==> config.mk <==
export PLATFORM = sky130hd
export DESIGN_NAME = cubic_root_bisection
export DESIGN_NICKNAME = d
export VERILOG_FILES = /design/src/sv/crb_pkg.sv /design/src/sv/crb_dp.sv /design/src/sv/crb_ctrl.sv /design/src/sv/cubic_root_bisection.sv
export SDC_FILE = /design/constraint.sdc
export NUM_CORES = 2
export LEC_CHECK = 0
export BUFFER_PORTS_ARGS = -buffer_cell sky130_fd_sc_hd__buf_2
export CORE_MARGIN = 5
export CORE_UTILIZATION = 35
export DETAILED_ROUTE_END_ITERATION = 10
export PLACE_DENSITY = 0.56
export SLEW_MARGIN = 5
export SYNTH_ARGS = -nofsm -noshare
export SYNTH_HDL_FRONTEND = slang
export SYNTH_SLANG_ARGS = --single-unit
==> constraint.sdc <==
create_clock -name i_clk -period 31.1 [get_ports i_clk]
set_clock_uncertainty 0.1 [all_clocks]
set_input_delay 4.665 -clock i_clk [delete_from_list [all_inputs] [get_ports i_clk]]
set_output_delay 4.665 -clock i_clk [all_outputs]
set_load 0.005 [all_outputs]
==> src/sv/crb_pkg.sv <==
// shared types, constants and command structs for the cubic root bisection block
package crb_pkg;

    // default parameter values
    localparam int unsigned DEF_MAX_STEPS = 40;
    localparam int unsigned DEF_FRAC_BITS = 24;

    // field and datapath widths
    localparam int unsigned DATA_W     = 32;
    localparam int unsigned TOL_W      = 31;
    localparam int unsigned STEP_W     = 7;
    localparam int unsigned CHUNK_W    = 32;
    localparam int unsigned NUM_CHUNKS = 3;
    localparam int unsigned MAG_W      = CHUNK_W * NUM_CHUNKS;
    localparam int unsigned ACC_W      = 100;
    localparam int unsigned CHUNK_IDX_W = 2;

    // register reset values
    localparam logic signed [DATA_W-1:0] COEF_SQUARE_RST   = -32'sd129184563;
    localparam logic signed [DATA_W-1:0] COEF_LINEAR_RST   = 32'sd322122547;
    localparam logic signed [DATA_W-1:0] COEF_CONSTANT_RST = -32'sd256691405;
    localparam logic [TOL_W-1:0]         TOLERANCE_RST     = 31'd8;

    // configuration register indexes
    typedef enum logic [1:0] {
        CFG_COEF_SQUARE   = 2'd0,
        CFG_COEF_LINEAR   = 2'd1,
        CFG_COEF_CONSTANT = 2'd2,
        CFG_TOLERANCE     = 2'd3
    } t_cfg_idx;

    // result status codes
    typedef enum logic [1:0] {
        STAT_CONVERGED  = 2'd0,
        STAT_NO_SIGN    = 2'd1,
        STAT_STEP_LIMIT = 2'd2
    } t_status;

    // request payload
    typedef struct packed {
        logic signed [DATA_W-1:0] lower_end;
        logic signed [DATA_W-1:0] upper_end;
    } t_cr_req;

    // result payload
    typedef struct packed {
        logic signed [DATA_W-1:0] root;
        t_status                  status;
        logic [STEP_W-1:0]        steps_taken;
    } t_cr_rsp;

    // controller to datapath commands
    typedef struct packed {
        logic                   load;
        logic                   x_to_upper;
        logic                   x_to_mid;
        logic                   setup_lin;
        logic                   setup_const;
        logic                   mul_en;
        logic [CHUNK_IDX_W-1:0] chunk;
        logic                   save_sa;
        logic                   bisect;
        logic                   root_wr;
        logic                   root_zero;
    } t_dp_cmd;

    // datapath to controller status
    typedef struct packed {
        logic same_sign;
        logic span_le_tol;
    } t_dp_stat;

endpackage

==> src/sv/crb_dp.sv <==
// datapath: config registers, interval registers, horner evaluation on one shared multiplier
module crb_dp #(
    parameter int unsigned FRAC_BITS = crb_pkg::DEF_FRAC_BITS
) (
    input  logic                            i_clk,
    input  logic                            i_rst_n,
    input  logic                            i_cfg_we,
    input  crb_pkg::t_cfg_idx               i_cfg_idx,
    input  logic [crb_pkg::DATA_W-1:0]      i_cfg_data,
    input  crb_pkg::t_cr_req                i_req,
    input  crb_pkg::t_dp_cmd                i_cmd,
    output crb_pkg::t_dp_stat               o_stat,
    output logic signed [crb_pkg::DATA_W-1:0] o_root
);
    import crb_pkg::*;

    // configuration registers
    logic signed [DATA_W-1:0] r_coef_square;
    logic signed [DATA_W-1:0] r_coef_linear;
    logic signed [DATA_W-1:0] r_coef_constant;
    logic [TOL_W-1:0]         r_tolerance;

    // interval and evaluation point
    logic signed [DATA_W-1:0] r_a;
    logic signed [DATA_W-1:0] r_b;
    logic signed [DATA_W-1:0] r_x;
    logic signed [DATA_W-1:0] r_root;
    logic                     r_sa_neg;
    logic                     r_sa_zero;

    // multiply and accumulate
    logic [MAG_W-1:0]         r_mag_a;
    logic [DATA_W-1:0]        r_mag_x;
    logic                     r_neg;
    logic [2*CHUNK_W-1:0]     r_prod;
    logic [CHUNK_IDX_W-1:0]   r_prod_sh;
    logic                     r_prod_vld;
    logic signed [ACC_W-1:0]  r_acc;

    logic signed [DATA_W:0]   t0;
    logic [DATA_W:0]          t0_mag;
    logic [DATA_W-1:0]        x_mag;
    logic [ACC_W-1:0]         acc_abs;
    logic signed [ACC_W-1:0]  lin_term;
    logic signed [ACC_W-1:0]  const_term;
    logic signed [DATA_W:0]   sum_ab;
    logic signed [DATA_W:0]   diff_ab;
    logic [DATA_W:0]          span_ab;
    logic [CHUNK_W-1:0]       mul_a;
    logic [ACC_W-1:0]         prod_sh;
    logic [ACC_W-1:0]         prod_term;
    logic                     acc_neg;
    logic                     acc_zero;

    // first horner term and magnitudes
    assign t0        = {r_x[DATA_W-1], r_x} + {r_coef_square[DATA_W-1], r_coef_square};
    assign t0_mag    = t0[DATA_W] ? (DATA_W+1)'(-t0) : t0;
    assign x_mag     = r_x[DATA_W-1] ? DATA_W'(-r_x) : r_x;
    assign acc_abs   = r_acc[ACC_W-1] ? ACC_W'(-r_acc) : r_acc;
    assign lin_term  = {{(ACC_W-DATA_W){r_coef_linear[DATA_W-1]}}, r_coef_linear}
                       <<< FRAC_BITS;
    assign const_term = {{(ACC_W-DATA_W){r_coef_constant[DATA_W-1]}}, r_coef_constant}
                       <<< (2 * FRAC_BITS);

    // midpoint rounds toward minus infinity, span is the absolute width
    assign sum_ab  = {r_a[DATA_W-1], r_a} + {r_b[DATA_W-1], r_b};
    assign diff_ab = {r_a[DATA_W-1], r_a} - {r_b[DATA_W-1], r_b};
    assign span_ab = diff_ab[DATA_W] ? (DATA_W+1)'(-diff_ab) : diff_ab;

    // sign of the evaluated polynomial
    assign acc_neg  = r_acc[ACC_W-1];
    assign acc_zero = (r_acc == '0);

    assign o_stat.same_sign   = !r_sa_zero && !acc_zero && (r_sa_neg == acc_neg);
    assign o_stat.span_le_tol = (span_ab <= {2'b00, r_tolerance});
    assign o_root             = r_root;

    // multiplier operand chunk
    always_comb begin
        unique case (i_cmd.chunk)
            2'd0:    mul_a = r_mag_a[CHUNK_W-1:0];
            2'd1:    mul_a = r_mag_a[2*CHUNK_W-1:CHUNK_W];
            2'd2:    mul_a = r_mag_a[3*CHUNK_W-1:2*CHUNK_W];
            default: mul_a = '0;
        endcase
    end

    // align partial product, fold in the sign with a carry-in
    always_comb begin
        unique case (r_prod_sh)
            2'd0:    prod_sh = ACC_W'(r_prod);
            2'd1:    prod_sh = ACC_W'(r_prod) << CHUNK_W;
            2'd2:    prod_sh = ACC_W'(r_prod) << (2 * CHUNK_W);
            default: prod_sh = '0;
        endcase
        prod_term = prod_sh ^ {ACC_W{r_neg}};
    end

    // configuration writes
    always_ff @(posedge i_clk) begin
        if (!i_rst_n) begin
            r_coef_square   <= COEF_SQUARE_RST;
            r_coef_linear   <= COEF_LINEAR_RST;
            r_coef_constant <= COEF_CONSTANT_RST;
            r_tolerance     <= TOLERANCE_RST;
        end else if (i_cfg_we) begin
            unique case (i_cfg_idx)
                CFG_COEF_SQUARE:   r_coef_square   <= i_cfg_data;
                CFG_COEF_LINEAR:   r_coef_linear   <= i_cfg_data;
                CFG_COEF_CONSTANT: r_coef_constant <= i_cfg_data;
                CFG_TOLERANCE:     r_tolerance     <= i_cfg_data[TOL_W-1:0];
                default: ;
            endcase
        end
    end

    // interval registers and result
    always_ff @(posedge i_clk) begin
        if (i_cmd.load) begin
            r_a <= i_req.lower_end;
            r_b <= i_req.upper_end;
            r_x <= i_req.lower_end;
        end else if (i_cmd.x_to_upper) begin
            r_x <= r_b;
        end else if (i_cmd.x_to_mid) begin
            r_x <= sum_ab[DATA_W:1];
        end else if (i_cmd.bisect) begin
            if (o_stat.same_sign) begin
                r_a <= r_x;
            end else begin
                r_b <= r_x;
            end
        end
        if (i_cmd.save_sa) begin
            r_sa_neg  <= acc_neg;
            r_sa_zero <= acc_zero;
        end
        if (i_cmd.root_wr) begin
            r_root <= i_cmd.root_zero ? '0 : r_x;
        end
    end

    // product valid flag
    always_ff @(posedge i_clk) begin
        if (!i_rst_n) begin
            r_prod_vld <= 1'b0;
        end else begin
            r_prod_vld <= i_cmd.mul_en;
        end
    end

    // horner setup, partial products and accumulation
    always_ff @(posedge i_clk) begin
        if (i_cmd.mul_en) begin
            r_prod    <= mul_a * r_mag_x;
            r_prod_sh <= i_cmd.chunk;
        end
        if (i_cmd.setup_lin) begin
            r_mag_a <= MAG_W'(t0_mag);
            r_mag_x <= x_mag;
            r_neg   <= t0[DATA_W] ^ r_x[DATA_W-1];
            r_acc   <= lin_term;
        end else if (i_cmd.setup_const) begin
            r_mag_a <= acc_abs[MAG_W-1:0];
            r_neg   <= acc_neg ^ r_x[DATA_W-1];
            r_acc   <= const_term;
        end else if (r_prod_vld) begin
            r_acc   <= r_acc + $signed(prod_term) + $signed(ACC_W'(r_neg));
        end
    end

endmodule

==> src/sv/crb_ctrl.sv <==
// controller: sequences evaluations, bisection steps and the result strobe
module crb_ctrl #(
    parameter int unsigned MAX_STEPS = crb_pkg::DEF_MAX_STEPS
) (
    input  logic                          i_clk,
    input  logic                          i_rst_n,
    input  logic                          i_start,
    input  crb_pkg::t_dp_stat             i_stat,
    output crb_pkg::t_dp_cmd              o_cmd,
    output logic                          o_busy,
    output logic                          o_done,
    output crb_pkg::t_status              o_status,
    output logic [crb_pkg::STEP_W-1:0]    o_steps
);
    import crb_pkg::*;

    typedef enum logic [2:0] {
        ST_IDLE,
        ST_SETUP,
        ST_MUL,
        ST_DRAIN,
        ST_SIGN,
        ST_CHECK
    } t_state;

    typedef enum logic [1:0] {
        PH_LOWER,
        PH_UPPER,
        PH_MID
    } t_phase;

    localparam logic [CHUNK_IDX_W-1:0] LAST_CHUNK = CHUNK_IDX_W'(NUM_CHUNKS - 1);
    localparam logic [STEP_W-1:0]      STEP_MAX   = STEP_W'(MAX_STEPS);

    t_state                 r_state;
    t_phase                 r_phase;
    logic                   r_pass;
    logic [CHUNK_IDX_W-1:0] r_chunk;
    logic [STEP_W-1:0]      r_steps;
    logic                   r_done;
    t_status                r_status;
    logic                   at_limit;

    assign at_limit = (r_steps >= STEP_MAX);
    assign o_busy   = (r_state != ST_IDLE);
    assign o_done   = r_done;
    assign o_status = r_status;
    assign o_steps  = r_steps;

    // datapath commands from the current state
    always_comb begin
        o_cmd = '0;
        unique case (r_state)
            ST_IDLE:  o_cmd.load = i_start;
            ST_SETUP: begin
                o_cmd.setup_lin   = !r_pass;
                o_cmd.setup_const = r_pass;
            end
            ST_MUL: begin
                o_cmd.mul_en = 1'b1;
                o_cmd.chunk  = r_chunk;
            end
            ST_DRAIN: ;
            ST_SIGN: begin
                unique case (r_phase)
                    PH_LOWER: begin
                        o_cmd.save_sa    = 1'b1;
                        o_cmd.x_to_upper = 1'b1;
                    end
                    PH_UPPER: begin
                        if (i_stat.same_sign) begin
                            o_cmd.root_wr   = 1'b1;
                            o_cmd.root_zero = 1'b1;
                        end else begin
                            o_cmd.x_to_mid = 1'b1;
                        end
                    end
                    PH_MID:  o_cmd.bisect = 1'b1;
                    default: ;
                endcase
            end
            ST_CHECK: begin
                if (i_stat.span_le_tol || at_limit) begin
                    o_cmd.root_wr = 1'b1;
                end else begin
                    o_cmd.x_to_mid = 1'b1;
                end
            end
            default: ;
        endcase
    end

    // state and registered outputs
    always_ff @(posedge i_clk) begin
        if (!i_rst_n) begin
            r_state  <= ST_IDLE;
            r_phase  <= PH_LOWER;
            r_pass   <= 1'b0;
            r_chunk  <= '0;
            r_steps  <= '0;
            r_done   <= 1'b0;
            r_status <= STAT_CONVERGED;
        end else begin
            r_done <= 1'b0;
            unique case (r_state)
                ST_IDLE: begin
                    if (i_start) begin
                        r_state <= ST_SETUP;
                        r_phase <= PH_LOWER;
                        r_pass  <= 1'b0;
                        r_steps <= '0;
                    end
                end
                ST_SETUP: begin
                    r_chunk <= '0;
                    r_state <= ST_MUL;
                end
                ST_MUL: begin
                    if (r_chunk == LAST_CHUNK) begin
                        r_state <= ST_DRAIN;
                    end else begin
                        r_chunk <= r_chunk + 1'b1;
                    end
                end
                // last partial product lands in the accumulator here
                ST_DRAIN: begin
                    if (!r_pass) begin
                        r_pass  <= 1'b1;
                        r_state <= ST_SETUP;
                    end else begin
                        r_state <= ST_SIGN;
                    end
                end
                ST_SIGN: begin
                    unique case (r_phase)
                        PH_LOWER: begin
                            r_phase <= PH_UPPER;
                            r_pass  <= 1'b0;
                            r_state <= ST_SETUP;
                        end
                        PH_UPPER: begin
                            if (i_stat.same_sign) begin
                                r_done   <= 1'b1;
                                r_status <= STAT_NO_SIGN;
                                r_state  <= ST_IDLE;
                            end else begin
                                r_state <= ST_CHECK;
                            end
                        end
                        PH_MID:  r_state <= ST_CHECK;
                        default: r_state <= ST_IDLE;
                    endcase
                end
                // stop test, else start the next halving
                ST_CHECK: begin
                    priority if (i_stat.span_le_tol) begin
                        r_done   <= 1'b1;
                        r_status <= STAT_CONVERGED;
                        r_state  <= ST_IDLE;
                    end else if (at_limit) begin
                        r_done   <= 1'b1;
                        r_status <= STAT_STEP_LIMIT;
                        r_state  <= ST_IDLE;
                    end else begin
                        r_steps <= r_steps + 1'b1;
                        r_phase <= PH_MID;
                        r_pass  <= 1'b0;
                        r_state <= ST_SETUP;
                    end
                end
                default: r_state <= ST_IDLE;
            endcase
        end
    end

endmodule

==> src/sv/cubic_root_bisection.sv <==
// top level: bisection root finder for a monic cubic in signed fixed point
// A request (i_start while o_busy is low) gives an interval; one result follows on o_result,
// marked by a one-cycle o_done strobe that cannot be held off, so it must be taken when shown.
// Each polynomial evaluation uses Horner's rule, which needs two multiplies, each done
// as three 32x32 partial products on one shared multiplier plus setup and drain states.
// A request with no sign change finishes once both ends are evaluated; otherwise the result
// comes after N halvings, each with a midpoint evaluation, N being up to MAX_STEPS.
// A new request is taken only while o_busy is low, which includes the cycle of o_done.
module cubic_root_bisection #(
    parameter int unsigned MAX_STEPS = crb_pkg::DEF_MAX_STEPS,
    parameter int unsigned FRAC_BITS = crb_pkg::DEF_FRAC_BITS
) (
    input  logic                        i_clk,
    input  logic                        i_rst_n,
    input  logic                        i_start,
    output logic                        o_busy,
    input  crb_pkg::t_cr_req            i_req,
    output logic                        o_done,
    output crb_pkg::t_cr_rsp            o_result,
    input  logic                        i_cfg_we,
    input  crb_pkg::t_cfg_idx           i_cfg_idx,
    input  logic [crb_pkg::DATA_W-1:0]  i_cfg_data
);
    import crb_pkg::*;

    t_dp_cmd                  dp_cmd;
    t_dp_stat                 dp_stat;
    t_status                  ctrl_status;
    logic [STEP_W-1:0]        ctrl_steps;
    logic signed [DATA_W-1:0] dp_root;

    // result fields gathered into one payload
    assign o_result = '{root: dp_root, status: ctrl_status, steps_taken: ctrl_steps};

    // sequencer
    crb_ctrl #(
        .MAX_STEPS (MAX_STEPS)
    ) u_ctrl (
        .i_clk    (i_clk),
        .i_rst_n  (i_rst_n),
        .i_start  (i_start),
        .i_stat   (dp_stat),
        .o_cmd    (dp_cmd),
        .o_busy   (o_busy),
        .o_done   (o_done),
        .o_status (ctrl_status),
        .o_steps  (ctrl_steps)
    );

    // arithmetic
    crb_dp #(
        .FRAC_BITS (FRAC_BITS)
    ) u_dp (
        .i_clk      (i_clk),
        .i_rst_n    (i_rst_n),
        .i_cfg_we   (i_cfg_we),
        .i_cfg_idx  (i_cfg_idx),
        .i_cfg_data (i_cfg_data),
        .i_req      (i_req),
        .i_cmd      (dp_cmd),
        .o_stat     (dp_stat),
        .o_root     (dp_root)
    );

endmodule

== Yosys cells after proc, flatten, opt, wreduce, memory -nomap -nowiden ==
Index checks and enable logic that the tools add are counted.
Word-level totals
  flip-flop bits (word level): 571
  output and inout port bits: 43
  logic and storage cells: 184
Operators by class
  add/sub/neg operators: 11
  multiply operators: 1
  $lt $le $gt $ge: 2
  eq/ne operators: 28
  muxes and demuxes: 76
  bitwise gates (word level): 3
  reduce and logical (&&, ||, !) cells: 36
Operators by type and width (count)
  32-bit 2-to-1 mux: 13
  100-bit 2-to-1 mux: 3
  100-bit one-hot mux with 3 select lines: 1
  33-bit 2-to-1 mux: 4
  100-bit adder: 1
  100-bit by 2-bit adder with 100-bit output: 1
  100-bit zero test: 1
  100-bit bitwise XOR: 1
  96-bit 2-to-1 mux: 1
  96-bit negator: 1
  32-bit one-hot mux with 3 select lines: 1
  32-bit by 32-bit adder with 33-bit output: 2
  33-bit negator: 2
  32-bit by 32-bit multiplier with 64-bit output: 1
  33-bit by 31-bit <= comparator with 1-bit output: 1
  32-bit by 32-bit subtractor with 33-bit output: 1
  32-bit negator: 1
  31-bit 2-to-1 mux: 1
  2-bit 2-to-1 mux: 13
  7-bit 2-to-1 mux: 3
  1-bit 2-to-1 mux: 20
  3-bit 2-to-1 mux: 6
  3-bit one-hot mux with 6 select lines: 1
  4-bit AND reduction: 4
  other kinds (30): 73

== Depth between registers and ports, before layout ==
  depth after elaboration: 10
  gate-level depth with buffers: 39
  depth with buffers taken out: 35

== Hierarchy ==
A second synthesis with hierarchy kept.
Second synthesis, totals
  cells, all modules: 8276
  area, all modules: 72921.2 sq um
By module, submodules not included
  crb_dp: instances 1, cells an instance 8152, area an instance 71904.0 sq um, sequential area each 14453.9 sq um
  crb_ctrl: instances 1, cells an instance 124, area an instance 1017.2 sq um, sequential area each 360.3 sq um

== Worst setup path before layout ==
OpenSTA, ideal clock, no wires.
  path type: register to register
  from: reg u_ctrl.r_state[0]
  to: reg u_dp.r_prod[61], data pin
  library setup time: 0.266 ns
  data arrival time: 10.634 ns
  required time: 30.734 ns
  path slack: 20.100 ns
  stages on the path, launching flop included: 35
  buffers on the path: 4
  period minus slack after synthesis: 11.000 ns
  cell sequence: dfxtp_1 clkbuf_1 nor2_1 nand2_1 inv_1 clkbuf_1 and3_1 a21oi_1 o21ai_0 clkbuf_1 nand2_1 fa_1 inv_1 fa_1 fa_1 inv_1 fa_1 inv_1 fa_1 fa_1 fa_1 fa_1 ha_1 clkbuf_1 nand4_1 nor2_1 nand3_1 nor3_1 o2111a_1 nor2_1 o41ai_2 a21oi_1 o31ai_1 a2111oi_0 nand4b_1
Between the ends
  longest elaborated chain between the ends: 5
Ends and longest elaborated chain
  start: declaration: line crb_ctrl.sv:35  | t_state r_state;
  start signal: assignment: line crb_ctrl.sv:96  | r_state <= ST_IDLE;
  start signal: assignment: line crb_ctrl.sv:108  | r_state <= ST_SETUP;
  start signal: assignment: line crb_ctrl.sv:116  | r_state <= ST_MUL;
  3-bit by 2-bit equality test with 1-bit output *: line crb_ctrl.sv:53  | unique case (r_state)
  3-bit 2-to-1 mux *: line crb_ctrl.sv:53
  2-bit equality test, or another cell as far along: line crb_dp.sv:80  | unique case (i_cmd.chunk)
  32-bit one-hot mux with 3 select lines *: line crb_dp.sv:80
  32-bit by 32-bit multiplier with 64-bit output *: line crb_dp.sv:155  | r_prod <= mul_a * r_mag_x;
  end signal: assignment: line crb_dp.sv:155
  end: declaration: line crb_dp.sv:35  | logic [2*CHUNK_W-1:0] r_prod;
Every way passes the cells marked *; elsewhere a longest branch is shown, timed or not.
A chain may end at the register's enable or synchronous reset.

== Final worst setup path ==
  from: reg u_ctrl.r_state[2]
  to: reg u_dp.r_prod[61], data pin
Same word-level chain as after synthesis.

==> metrics.txt <==
# TYPE chip_impl_metric gauge
chip_impl_metric{name="grt_first_pass_wirelength",unit="um"} 387000
chip_impl_info{name="setup_crit_path_kind",value="reg2reg"} 1
chip_impl_metric{name="yosys_cell_types",unit=""} 108
chip_impl_metric{name="die-height",unit="um"} 467
chip_impl_metric{name="hold_viol_final",unit=""} 0
chip_impl_metric{name="number_of_antenna_violations_at_the_first_check_in_global_routing",unit=""} 7
chip_impl_info{name="outcome",value="finished, final reports clean"} 1
chip_impl_metric{name="cts_post_setup_buffers_inserted",unit=""} 0
chip_impl_metric{name="synth.cell_area",unit="um^2"} 73100
chip_impl_info{name="r2r_start",value="u_ctrl.r_state[2]"} 1
chip_impl_metric{name="yosys_warnings",unit=""} 0
chip_impl_metric{name="dp_hpwl",unit="um"} 202000
chip_impl_metric{name="syn_avg_cell_area",unit="um^2"} 8.75
chip_impl_metric{name="layout_min_cycle_time",unit="ps"} 12170
chip_impl_metric{name="post_route_cells_drive_above_1_share",unit="%"} 5.90
chip_impl_metric{name="tritoncts_num_sinks",unit=""} 571
chip_impl_info{name="hold_end",value="u_dp.r_mag_a[45]"} 1
chip_impl_metric{name="number_of_global_route_vias_before_repair",unit=""} 60070
chip_impl_metric{name="tns",unit="ps"} 0
chip_impl_metric{name="peak_freq",unit="GHz"} 0.0821
chip_impl_info{name="crit_slowest_cell",value="sky130_fd_sc_hd__and3_1"} 1
chip_impl_metric{name="worst_path_largest_cell_delay",unit="ps"} 1130
chip_impl_metric{name="std_cell_rows",unit=""} 167
chip_impl_metric{name="wire_per_inst",unit="um"} 23.3
chip_impl_metric{name="reg2regPathDepth",unit=""} 32
chip_impl_metric{name="synthArstFlopShare",unit="%"} 0
chip_impl_metric{name="die_area",unit="um^2"} 218000
chip_impl_metric{name="core_region_area",unit="um^2"} 207000
chip_impl_metric{name="cts.repair.resized",unit=""} 0
chip_impl_metric{name="h_tree_levels",unit=""} 3
chip_impl_metric{name="drt_drc_violations_left",unit=""} 0
chip_impl_metric{name="stdcell_area",unit="um^2"} 78700
chip_impl_metric{name="setup_viol_count_final",unit=""} 0
chip_impl_metric{name="ys_seq_area_share",unit="%"} 20.3
chip_impl_info{name="cp_common_cell",value="sky130_fd_sc_hd__fa_1"} 1
chip_impl_metric{name="grt_max_degree",unit=""} 89
chip_impl_metric{name="cts_buffer_depth",unit=""} 3
chip_impl_metric{name="cts_hold_repair.buffers",unit=""} 0
chip_impl_metric{name="crit_fanout",unit=""} 82
chip_impl_metric{name="synth.ff_latch_count",unit=""} 571
chip_impl_metric{name="top_level_ports",unit=""} 145
chip_impl_info{name="top_usage_layer",value="met2"} 1
chip_impl_info{name="rsz0062_at_grt",value="false"} 1
chip_impl_metric{name="clkLatencyLatePin",unit="ps"} 700
chip_impl_metric{name="detail_route.iter0.violations",unit=""} 5757
chip_impl_metric{name="wirelength",unit="um"} 257000
chip_impl_metric{name="met1_usage",unit="%"} 32.6
chip_impl_metric{name="post_synth_edffs",unit=""} 338
chip_impl_info{name="dominantRegCellSynth",value="sky130_fd_sc_hd__edfxtp_1"} 1
chip_impl_info{name="worst_r2r_endpoint",value="u_dp.r_prod[61]"} 1
chip_impl_metric{name="finalWeightedCongestion",unit=""} 0.951
chip_impl_metric{name="slew_viol_final",unit=""} 0
chip_impl_info{name="critical_path.startpoint_type",value="register"} 1
chip_impl_metric{name="cts_inserted_buffers",unit=""} 67
chip_impl_info{name="hp-class",value="reg2reg"} 1
chip_impl_metric{name="yosysTopAreaCellShare",unit="%"} 24.7
chip_impl_metric{name="track_usage",unit="%"} 23.2
chip_impl_metric{name="clk_transition_reported_paths",unit="ps"} 70
chip_impl_metric{name="synth.net_count",unit=""} 9843
chip_impl_info{name="synth.largest_area_cell",value="sky130_fd_sc_hd__fa_1"} 1
chip_impl_metric{name="postSynthCellCount",unit=""} 8346
chip_impl_metric{name="grt_use_met2",unit="%"} 37.4
chip_impl_metric{name="starting_density",unit="%"} 35.2
chip_impl_metric{name="drt_pass1_iterations",unit=""} 6
chip_impl_metric{name="worst-slew-pin-transition",unit="ps"} 1260
chip_impl_info{name="synthTopCellsByArea",value="sky130_fd_sc_hd__fa_1, sky130_fd_sc_hd__edfxtp_1, sky130_fd_sc_hd__ha_1"} 1
chip_impl_metric{name="antenna_left",unit=""} 0
chip_impl_metric{name="dr_total_vias",unit=""} 59644
chip_impl_metric{name="worst_ep_required_time",unit="ps"} 31430
chip_impl_info{name="tritoncts",value="done"} 1
chip_impl_metric{name="max_slew_margin",unit="%"} 16.0
chip_impl_metric{name="global_route.usage.met3",unit="%"} 2.67
chip_impl_metric{name="nets",unit=""} 9682
chip_impl_metric{name="grt.overflow.total",unit=""} 0
chip_impl_metric{name="worstPathArrival",unit="ps"} 12510
chip_impl_metric{name="die-width",unit="um"} 467
chip_impl_metric{name="detailed_place.area",unit="um^2"} 76400
chip_impl_metric{name="nFillCells",unit=""} 21148
chip_impl_info{name="clock_tree.root_cell",value="sky130_fd_sc_hd__clkbuf_16"} 1
chip_impl_metric{name="maxcap_viol_count",unit=""} 0
chip_impl_metric{name="drt_via_density",unit=""} 5.41
chip_impl_info{name="hold_start",value="u_dp.r_mag_a[45]"} 1
chip_impl_metric{name="worst_hold_path.num_cells",unit=""} 2
chip_impl_info{name="endpoint_kind",value="register"} 1
chip_impl_metric{name="areaGrowthSynthToFinish",unit="%"} 7.69
chip_impl_metric{name="buffer_ports.inserted",unit=""} 144
chip_impl_metric{name="timing.reg2reg.setup_slack",unit="ps"} 18930
chip_impl_metric{name="final.period_utilization",unit="%"} 39.1
## synthesized netlist by cell type (15+ instances only)
cell type	number
sky130_fd_sc_hd__and3_1	55
sky130_fd_sc_hd__o21bai_1	48
sky130_fd_sc_hd__ha_1	495
sky130_fd_sc_hd__nand2_1	1197
sky130_fd_sc_hd__o31ai_1	56
sky130_fd_sc_hd__nor2_1	329
sky130_fd_sc_hd__xnor2_1	310
sky130_fd_sc_hd__or2_2	24
sky130_fd_sc_hd__inv_1	1049
sky130_fd_sc_hd__a21o_1	154
sky130_fd_sc_hd__a221oi_1	15
sky130_fd_sc_hd__nand4_1	65
sky130_fd_sc_hd__a31oi_1	38
sky130_fd_sc_hd__a22oi_1	83
sky130_fd_sc_hd__o221ai_1	30
sky130_fd_sc_hd__nor4_1	22
sky130_fd_sc_hd__o22ai_1	27
sky130_fd_sc_hd__and2_1	657
sky130_fd_sc_hd__o21ai_0	327
sky130_fd_sc_hd__o21a_1	39
sky130_fd_sc_hd__a21oi_1	460
sky130_fd_sc_hd__clkbuf_1	447
sky130_fd_sc_hd__a211oi_1	34
sky130_fd_sc_hd__mux2i_1	69
sky130_fd_sc_hd__o41ai_1	20
sky130_fd_sc_hd__dfxtp_1	233
sky130_fd_sc_hd__nand3_1	128
sky130_fd_sc_hd__buf_1	23
sky130_fd_sc_hd__or3_1	48
sky130_fd_sc_hd__edfxtp_1	338
sky130_fd_sc_hd__nor2b_1	37
sky130_fd_sc_hd__fa_1	900
sky130_fd_sc_hd__xor2_1	186
sky130_fd_sc_hd__nor3_1	64
sky130_fd_sc_hd__or4_1	28
sky130_fd_sc_hd__o211ai_1	30
sky130_fd_sc_hd__nand2b_1	38
## state kept, by name, summed over array words and instances (netlist names), 3 cells and up
name,count
u_dp.r_a,32
u_dp.r_tolerance,31
u_dp.r_coef_square,32
u_ctrl.r_state,3
u_ctrl.o_steps,7
u_dp.r_coef_constant,32
u_dp.r_mag_x,32
u_dp.r_coef_linear,32
u_dp.o_root,32
u_dp.r_acc,100
u_dp.r_x,32
u_dp.r_mag_a,96
u_dp.r_prod,64
u_dp.r_b,32
## cell families (layout without fill, tap and decap cells)
logic type,count (synthesis),count (layout),synth area share (%)
simple gates,2775,2775,18.6
buf+inv,1537,1429,7.95
compound gates,1500,1500,13.1
fa+ha+maj,1395,1395,33.1
flops,571,571,20.3
xor+xnor,496,496,5.95
mux,72,72,0.992
other cells,0,4,0
## metal layers
| layer | vias to the layer above | wire, um |
|---|---|---|
| li1 | 27060 | - |
| met1 | 30126 | 113000 |
| met2 | 2118 | 118000 |
| met3 | 336 | 16800 |
| met4 | 4 | 9040 |
| met5 | - | 33 |
## area by class of cell
| class | count | area [um^2] | share of cell area, % |
|---|---|---|---|
| Timing Repair Buffer | 254 | 1550 | 1.97 |
| Clock inverter | 33 | 377 | 0.479 |
| Antenna cell | 4 | 10.0 | 0.0127 |
| Sequential cell | 571 | 14800 | 18.8 |
| Tap cell | 2788 | 3490 | 4.43 |
| Inverter | 1053 | 3950 | 5.02 |
| Clock buffer | 89 | 1860 | 2.37 |
| Multi-Input combinational cell | 6238 | 52600 | 66.9 |
## stage by stage
step / worst slack, ps / utilization [%] / hold WS [ps] / std cells
6_report: 18930 / 37.9 / 346 / 11030
5_1_grt: 18260 / 37.9 / 372 / 11026
4_1_cts: 19020 / 37.9 / 353 / 11026
3_5_place_dp: 19030 / 36.8 / 337 / 10904
3_3_place_gp: 19310 / 36.8 / 337 / 10904
2_1_floorplan: 20100 / - / 317 / 8346
## worst max-delay path: cells and delay by family, from the launching register on
kind / cells / cell delay, ps
adders and majority gates: 9 / 4290
AOI/OAI and AO/OA: 7 / 2330
buffers and inverters: 6 / 1680
DFF: 1 / 400
and+or+nand+nor: 10 / 2930
## cells in the final DEF, fill, tap and decap left out, drive strengths merged, types with 154 or more instances in the layout
cell type	instances
ha	495
fa	900
inv	1062
nor2	332
nand2	1197
o21ai	334
edfxtp	338
a21oi	463
dfxtp	233
a21o	154
and2	660
buf	254
xor2	186
xnor2	310
## worst max-delay path by stage
stage	start	to	slack [ps]
floorplan	u_ctrl.r_state[0]	u_dp.r_prod[61]	20100
global placement	u_ctrl.r_state[2]	u_dp.r_prod[61]	19310
detailed placement	u_ctrl.r_state[2]	u_dp.r_prod[61]	19030
CTS	u_ctrl.r_state[2]	u_dp.r_prod[61]	19020
global route	u_ctrl.r_state[2]	u_dp.r_prod[61]	18260
finish	u_ctrl.r_state[2]	u_dp.r_prod[61]	18930
Power is not shown: default switching activity piles up to over one toggle a cycle in this logic, so the estimate is an artifact.
